File: config.mk
export PLATFORM = sky130hd
export DESIGN_NAME = sector_gain_clamp_filter
export DESIGN_NICKNAME = d
export VERILOG_FILES = /design/src/rtl/sgcf_pkg.sv /design/src/rtl/sgcf_match.sv /design/src/rtl/sgcf_shape.sv /design/src/rtl/sector_gain_clamp_filter.sv
export SDC_FILE = /design/constraint.sdc
export NUM_CORES = 2
export LEC_CHECK = 0
export BUFFER_PORTS_ARGS = -buffer_cell sky130_fd_sc_hd__buf_2
export CORE_MARGIN = 4
export CORE_UTILIZATION = 65
export CTS_BUF_LIST = sky130_fd_sc_hd__clkbuf_16
export CTS_CLUSTER_DIAMETER = 120
export DETAILED_ROUTE_END_ITERATION = 16
export PLACE_DENSITY = 0.94
export SLEW_MARGIN = 15
export SYNTH_ARGS = -nofsm -noshare
export SYNTH_HDL_FRONTEND = slang
export SYNTH_SLANG_ARGS = --single-unit
File: constraint.sdc
create_clock -name i_clk -period 17.45 [get_ports i_clk]
set_input_delay 3.49 -clock i_clk [delete_from_list [all_inputs] [get_ports i_clk]]
set_output_delay 3.49 -clock i_clk [all_outputs]
set_load 0.01 [all_outputs]
File: src/rtl/sgcf_pkg.sv
`timescale 1ns / 1ps

package sgcf_pkg;

    localparam int NUM_FILTERS = 3;
    localparam int NUM_SLOTS   = 3;
    localparam int MAX_BINS    = 16384;

    localparam int BIN_W   = 14;
    localparam int AZ_W    = 14;
    localparam int SMP_W   = 16;
    localparam int CFG_W   = 64;
    localparam int CFG_IDX_W = 3;
    localparam int V_W     = 33;

    localparam logic [BIN_W-1:0] BIN_LAST = BIN_W'(MAX_BINS - 1);

    localparam logic [CFG_IDX_W-1:0] CFG_ENABLE = 3'd0;
    localparam logic [CFG_IDX_W-1:0] CFG_WIN0   = 3'd1;
    localparam logic [CFG_IDX_W-1:0] CFG_SHP0   = 3'd2;
    localparam logic [CFG_IDX_W-1:0] CFG_WIN1   = 3'd3;
    localparam logic [CFG_IDX_W-1:0] CFG_SHP1   = 3'd4;
    localparam logic [CFG_IDX_W-1:0] CFG_WIN2   = 3'd5;
    localparam logic [CFG_IDX_W-1:0] CFG_SHP2   = 3'd6;

    typedef struct packed {
        logic             valid;
        logic [BIN_W-1:0] bin_end;
        logic [BIN_W-1:0] bin_start;
        logic [AZ_W-1:0]  az_max;
        logic [AZ_W-1:0]  az_min;
    } t_window;

    typedef struct packed {
        logic signed [SMP_W-1:0] cmax;
        logic signed [SMP_W-1:0] cmin;
        logic signed [SMP_W-1:0] offset;
        logic signed [SMP_W-1:0] gain;
    } t_shaping;

    typedef struct packed {
        logic ld_c;
        logic ld_d;
    } t_pipe_ld;

endpackage

File: src/rtl/sgcf_match.sv
`timescale 1ns / 1ps

module sgcf_match import sgcf_pkg::*; (
    input  logic                    i_clk,
    input  logic                    i_ld,
    input  logic                    i_enable,
    input  t_window                 i_win [NUM_SLOTS],
    input  t_shaping                i_shp [NUM_SLOTS],
    input  logic signed [SMP_W-1:0] i_sample,
    input  logic [AZ_W-1:0]         i_az,
    input  logic [BIN_W-1:0]        i_bin,
    output logic signed [SMP_W-1:0] o_sample,
    output logic                    o_applied,
    output t_shaping                o_shp
);

    logic                    n_applied;
    t_shaping                n_shp;
    logic signed [SMP_W-1:0] r_sample;
    logic                    r_applied;
    t_shaping                r_shp;

    // highest matching sector wins
    always_comb begin
        n_applied = 1'b0;
        n_shp     = i_shp[0];
        for (int k = 0; k < NUM_FILTERS; k++) begin
            if (i_enable && i_win[k].valid &&
                i_az >= i_win[k].az_min && i_az <= i_win[k].az_max &&
                i_bin >= i_win[k].bin_start && i_bin < i_win[k].bin_end) begin
                n_applied = 1'b1;
                n_shp     = i_shp[k];
            end
        end
    end

    always_ff @(posedge i_clk) begin
        if (i_ld) begin
            r_sample  <= i_sample;
            r_applied <= n_applied;
            r_shp     <= n_shp;
        end
    end

    assign o_sample  = r_sample;
    assign o_applied = r_applied;
    assign o_shp     = r_shp;

endmodule

File: src/rtl/sgcf_shape.sv
`timescale 1ns / 1ps

module sgcf_shape import sgcf_pkg::*; (
    input  logic                    i_clk,
    input  t_pipe_ld                i_ctl,
    input  logic signed [SMP_W-1:0] i_sample,
    input  logic                    i_applied,
    input  t_shaping                i_shp,
    output logic signed [SMP_W-1:0] o_sample,
    output logic                    o_applied
);

    logic signed [2*SMP_W-1:0] prod;
    logic signed [V_W-1:0]     n_v;
    logic signed [V_W-1:0]     r_v;
    logic                      r_c_applied;
    logic signed [SMP_W-1:0]   r_c_sample;
    logic signed [SMP_W-1:0]   r_c_cmin;
    logic signed [SMP_W-1:0]   r_c_cmax;

    logic signed [V_W-1:0]     lim_min;
    logic signed [V_W-1:0]     lim_max;
    logic                      round_up;
    logic [SMP_W-1:0]          rounded;
    logic signed [SMP_W-1:0]   n_out;
    logic signed [SMP_W-1:0]   r_d_sample;
    logic                      r_d_applied;

    // v = sample * gain + offset * 256, Q.8
    assign prod = (2*SMP_W)'(i_sample) * (2*SMP_W)'(i_shp.gain);
    assign n_v  = $signed({prod[2*SMP_W-1], prod})
                + $signed({{(V_W-SMP_W-8){i_shp.offset[SMP_W-1]}}, i_shp.offset, 8'h00});

    always_ff @(posedge i_clk) begin
        if (i_ctl.ld_c) begin
            r_v         <= n_v;
            r_c_applied <= i_applied;
            r_c_sample  <= i_sample;
            r_c_cmin    <= i_shp.cmin;
            r_c_cmax    <= i_shp.cmax;
        end
    end

    assign lim_min  = $signed({{(V_W-SMP_W-8){r_c_cmin[SMP_W-1]}}, r_c_cmin, 8'h00});
    assign lim_max  = $signed({{(V_W-SMP_W-8){r_c_cmax[SMP_W-1]}}, r_c_cmax, 8'h00});
    // round half to even
    assign round_up = (r_v[7:0] > 8'h80) || ((r_v[7:0] == 8'h80) && r_v[8]);
    assign rounded  = r_v[SMP_W+7:8] + SMP_W'(round_up);

    always_comb begin
        if (!r_c_applied) begin
            n_out = r_c_sample;
        end else if (r_v < lim_min) begin
            n_out = (r_c_cmin > r_c_cmax) ? r_c_cmax : r_c_cmin;
        end else if (r_v > lim_max) begin
            n_out = r_c_cmax;
        end else begin
            n_out = $signed(rounded);
        end
    end

    always_ff @(posedge i_clk) begin
        if (i_ctl.ld_d) begin
            r_d_sample  <= n_out;
            r_d_applied <= r_c_applied;
        end
    end

    assign o_sample  = r_d_sample;
    assign o_applied = r_d_applied;

endmodule

File: src/rtl/sector_gain_clamp_filter.sv
`timescale 1ns / 1ps
// Sector gain/clamp filter for radar video.
// Input request: i_sample_in, i_azimuth_code, i_sweep_start with i_valid;
// taken when i_valid is high and o_stall is low. Output request:
// o_sample_out, o_filter_applied with o_valid; taken when i_stall is low.
// Configuration: i_cfg_we writes i_cfg_data to register i_cfg_idx
// (0 enable, then window/shaping per sector); write only while idle.
// o_valid follows the accepting edge through the pipeline registers; one
// request per cycle sustained while i_stall is low, in a four-register pipeline
// (input, sector select, 16x16 multiply, clamp/round) with one multiplier.
// The range-bin counter advances on each accepted request, restarts on
// sweep start and saturates at the last bin.
// Synchronous reset clears the configuration, the bin counter and the
// pipeline valid flags; o_stall is high during reset. When the receiver
// stalls, the output holds and earlier stages keep filling bubbles;
// o_stall rises once the pipeline is full.
module sector_gain_clamp_filter import sgcf_pkg::*; (
    input  logic                    i_clk,
    input  logic                    i_rst_n,
    input  logic                    i_valid,
    output logic                    o_stall,
    input  logic signed [SMP_W-1:0] i_sample_in,
    input  logic [AZ_W-1:0]         i_azimuth_code,
    input  logic                    i_sweep_start,
    output logic                    o_valid,
    input  logic                    i_stall,
    output logic signed [SMP_W-1:0] o_sample_out,
    output logic                    o_filter_applied,
    input  logic                    i_cfg_we,
    input  logic [CFG_IDX_W-1:0]    i_cfg_idx,
    input  logic [CFG_W-1:0]        i_cfg_data
);

    logic                    r_enable;
    t_window                 r_win [NUM_SLOTS];
    t_shaping                r_shp [NUM_SLOTS];
    logic [BIN_W-1:0]        r_bin_cnt;

    logic                    r_a_valid;
    logic                    r_b_valid;
    logic                    r_c_valid;
    logic                    r_d_valid;
    logic signed [SMP_W-1:0] r_a_sample;
    logic [AZ_W-1:0]         r_a_az;
    logic [BIN_W-1:0]        r_a_bin;

    logic                    adv_a;
    logic                    adv_b;
    logic                    adv_c;
    logic                    adv_d;
    logic                    accept;
    logic [BIN_W-1:0]        bin;
    logic [BIN_W-1:0]        n_bin_cnt;
    t_pipe_ld                shp_ctl;

    logic signed [SMP_W-1:0] b_sample;
    logic                    b_applied;
    t_shaping                b_shp;

    assign adv_d   = !r_d_valid || !i_stall;
    assign adv_c   = !r_c_valid || adv_d;
    assign adv_b   = !r_b_valid || adv_c;
    assign adv_a   = !r_a_valid || adv_b;
    assign o_stall = !i_rst_n || !adv_a;
    assign accept  = i_valid && !o_stall;

    assign bin       = i_sweep_start ? '0 : r_bin_cnt;
    assign n_bin_cnt = (bin == BIN_LAST) ? bin : bin + BIN_W'(1);

    always_ff @(posedge i_clk) begin
        if (!i_rst_n) begin
            r_enable  <= 1'b0;
            r_bin_cnt <= '0;
            for (int k = 0; k < NUM_SLOTS; k++) begin
                r_win[k] <= '0;
                r_shp[k] <= '0;
            end
        end else begin
            if (accept) begin
                r_bin_cnt <= n_bin_cnt;
            end
            if (i_cfg_we) begin
                unique case (i_cfg_idx)
                    CFG_ENABLE: r_enable <= i_cfg_data[0];
                    CFG_WIN0:   r_win[0] <= t_window'(i_cfg_data[$bits(t_window)-1:0]);
                    CFG_SHP0:   r_shp[0] <= t_shaping'(i_cfg_data);
                    CFG_WIN1:   r_win[1] <= t_window'(i_cfg_data[$bits(t_window)-1:0]);
                    CFG_SHP1:   r_shp[1] <= t_shaping'(i_cfg_data);
                    CFG_WIN2:   r_win[2] <= t_window'(i_cfg_data[$bits(t_window)-1:0]);
                    CFG_SHP2:   r_shp[2] <= t_shaping'(i_cfg_data);
                    default: begin
                    end
                endcase
            end
        end
    end

    always_ff @(posedge i_clk) begin
        if (!i_rst_n) begin
            r_a_valid <= 1'b0;
            r_b_valid <= 1'b0;
            r_c_valid <= 1'b0;
            r_d_valid <= 1'b0;
        end else begin
            if (adv_a) r_a_valid <= accept;
            if (adv_b) r_b_valid <= r_a_valid;
            if (adv_c) r_c_valid <= r_b_valid;
            if (adv_d) r_d_valid <= r_c_valid;
        end
    end

    always_ff @(posedge i_clk) begin
        if (adv_a) begin
            r_a_sample <= i_sample_in;
            r_a_az     <= i_azimuth_code;
            r_a_bin    <= bin;
        end
    end

    sgcf_match u_match (
        .i_clk     (i_clk),
        .i_ld      (adv_b),
        .i_enable  (r_enable),
        .i_win     (r_win),
        .i_shp     (r_shp),
        .i_sample  (r_a_sample),
        .i_az      (r_a_az),
        .i_bin     (r_a_bin),
        .o_sample  (b_sample),
        .o_applied (b_applied),
        .o_shp     (b_shp)
    );

    assign shp_ctl.ld_c = adv_c;
    assign shp_ctl.ld_d = adv_d;

    sgcf_shape u_shape (
        .i_clk     (i_clk),
        .i_ctl     (shp_ctl),
        .i_sample  (b_sample),
        .i_applied (b_applied),
        .i_shp     (b_shp),
        .o_sample  (o_sample_out),
        .o_applied (o_filter_applied)
    );

    assign o_valid = r_d_valid;

endmodule

==> impl_results.md <==
- Sw Ratio: 27.79%
- Status: finished clean
- Drt first-iter violations: about 3400
- Gr busiest metal: met2
- CORE AREA: 0.06036 mm^2
- Routed vias/inst: 6.108
- Most frequent cells in the layout: nand2_1, inv_1, dfxtp_1
- Crit path max fanout: 47
- Syn Std Cell Area: 0.03970 mm^2
- Syn Area/Cell: 9.594 um^2
- Effective utilization at floorplan: 65.77%
- Final core area utilization: 70.93%
- Critical path type: in2out
- Max transition margin: 25.93%
- Met2 Resource Use GR: roughly 54%
- Total net switching power: roughly 0.94 mW
- TritonCTS Sinks: ~610
- Crit path launch type: input port
- Cell internal pwr: 2.449 mW
- Largest net degree at the start of global routing: 232
- Critical Path RT: 13.96 ns
- Clock power frac: 38.2%
- Antenna Violating Nets Remaining: 0
- Seq cells post-synth: ~610
- EDFF count, synth: between 200 and 250
- Grt met3 use: under 10%
- Routed wire length: between 100 and 150 mm
- Overall power: 3.391 mW
- Resize count post-CTS: 0
- Root Driver: clkbuf_16
- Flop pwr share: 46.4%
- Final std cells w/o fill: roughly 5000
- Die area: 0.06509 mm^2
- Pre-Repair DR Iteration Count: 7
- Tmin final: 8.399 ns
- Remaining DRCs: 0
- Via count: 30580
- # setup viols final: 0
- Mapped Nets: ~4800
- Die Span X: 255.1 um
- HP Start: u_match.o_shp[61]$_DFFE_PP_
- Die Y: between 200 and 300 um
- Vias in the first global route: around 32000
- Yosys warnings: 0
- IO Pins: about 120
- WHS: 0.4156 ns
- Antenna violations before repair: 10
- HP Class: reg2reg
- Most used DFF post-synth: dfxtp_1
- PortBufs: 121
- Worst Setup End Kind: primary output
- Placement row count: 90
- GRT Total Usage: 31.92%
- PwrDens: 79.21 mW/mm^2
- Cell area after layout: 0.04281 mm^2
- Most common cell after layout, fill and taps aside: nand2_1
- Fraction of registers with async set/reset: 0%
- R2R Path Start: u_match.o_sample[9]$_DFFE_PP_
- Worst-Skew Late Latency: approximately 0.65 ns
- Final Skew: 0.03159 ns
- FMAX: between 0.1 and 0.15 GHz
- Area after DPL: 0.04083 mm^2
- Fin. Hold Viols: 0
- Fin crit share: 48.13%
- Synth Instances: roughly 4100
- CTS tree: built
- Clk buf depth: 3
- Measured slew at the worst slew-check pin: about 1.1 ns
- Part of the Yosys area used for sequential elements: 36.21%
- Global-route wire length before repair: 164.8 mm
- Worst Setup SP: i_stall
- Combinational share of power: 15.3%
- Post-CTS Hold Fix Bufs: 0
- Nets: approximately 4900
- Placed cells: 4887
- Share of layout cells above drive strength 1: 9.253%
- Final HPWL DP: just over 70 mm
- Grt ovf: 0
- Synthesis-to-layout area growth: 7.845%
- Avg WL per Cell: 20.76 um
- VDD IR-drop max: 0.00008825 V
- Clock transition at path regs: 0.07 ns
- Slew Viols, Final: 0
- M1 GR Usage: slightly below 40%
- Final GP Congestion: just under 1
- Synth cell types: 62
- FF-to-FF setup slack: approximately 9.9 ns
- Fin Setup TNS: 0 ns
- H-tree depth: 2
- Max Cap Viol: 0
- Post-CTS Repair Setup Buffers: 0
- Crit path DAT: roughly 4.9 ns
- Pre-CTS setup slack: 9.059 ns
- Final WS setup: 9.051 ns
- Leakage Power: 18.49 nW
- CTS buffer count: slightly below 60
- RSZ-0062 raised after global routing: no
power by group through the flow:
stage	Sequential, mW	Clock (mW)	Combinational (mW)
after CTS	1.57	1.30	0.510
after detailed placement	1.60	0	0.501
after global placement	1.60	0	0.475
final	1.57	1.30	0.520
after global routing	1.58	1.36	0.576
after floorplan	1.57	0	0.369
critical path: stages:
cell	delay, ns
buf_2	0.12
and3_1	0.22
nand3_2	0.10
buf_4	0.61
nand2_1	0.15
buf_2	0.19
final cells by class:
class	count	area (um^2)
sequential	606	14370
multi-input combinational	2821	22690
inverter	537	2016
tap	782	978.4
fill	3869	17550
antenna	9	22.52
clock buffer	62	1551
timing repair buffer	141	780.7
clock inverter	48	401.6
registers in the layout (all words and copies together), names as in the netlist, 14 cells and up:
name                flops
u_shape.r_c_cmin       16
r_shp                 192
u_match.o_sample       16
u_match.o_shp          64
r_a_sample             16
u_shape.o_sample       16
r_a_bin                14
u_shape.r_v            33
r_bin_cnt              14
r_a_az                 14
r_win                 171
u_shape.r_c_cmax       16
u_shape.r_c_sample     16
per-layer routing:
metal / wire length [um] / part of all wire [%] / vias up
met2: 49890 / 48 / 1788
met5: 26 / 0.025 / -
met1: 37940 / 37 / 14690
met3: 10610 / 10 / 487
met4: 5440 / 5.2 / 4
li1: - / - / 13610
final timing paths:
check                                                      end  depth (start not counted)
worst max-delay path                                   o_stall                          6
worst min-delay path            u_shape.r_c_cmax[13]$_DFFE_PP_                          0
worst max register to register       u_shape.r_v[31]$_DFFE_PP_                         21
worst min register to register  u_shape.r_c_cmax[13]$_DFFE_PP_                          0
cell families (layout without fill, tap and decap cells):
group                    count (synthesis)  after routing  share of synthesized area, %
AND/OR/NAND/NOR                       1338           1338                         14.59
buffers and inverters                  711            788                         6.861
AO/OA/AOI/OAI                          667            667                         11.89
flip-flops                             606            606                         36.21
adder cells (fa/ha/maj)                603            603                         24.36
multiplexers                           157            157                         4.857
XOR/XNOR                                56             56                         1.236
other                                    0              9                             0
synthesized netlist by cell type (4+ instances only):
master	number	share of area, %
and4_1	4	0.088
xor2_1	13	0.29
nor2b_1	35	0.55
o22ai_1	11	0.17
o21a_1	13	0.25
and3_1	25	0.39
a2111oi_0	4	0.088
or3_1	4	0.063
buf_6	6	0.17
and2_1	126	2.0
o211ai_1	10	0.19
nor4_1	10	0.16
nand2_1	940	8.9
dfxtp_1	382	19
nand4_1	30	0.47
xnor2_1	43	0.95
a211oi_1	15	0.28
fa_1	283	14
a21boi_0	364	6.9
a31oi_1	11	0.17
a21o_1	36	0.68
inv_1	537	5.1
nand2b_1	23	0.36
buf_1	6	0.057
mux2i_1	19	0.48
nor3_1	22	0.28
mux2_2	89	2.5
a21oi_1	85	1.1
o31ai_1	7	0.13
ha_1	320	10
o21bai_1	7	0.13
nor2_1	67	0.63
a221oi_1	5	0.11
o21ai_0	59	0.74
edfxtp_1	224	17
mux2_4	49	1.9
buf_2	8	0.10
nand3_1	42	0.53
clkbuf_1	154	1.5
o221ai_1	9	0.20
(Power assumes the default switching activity.)
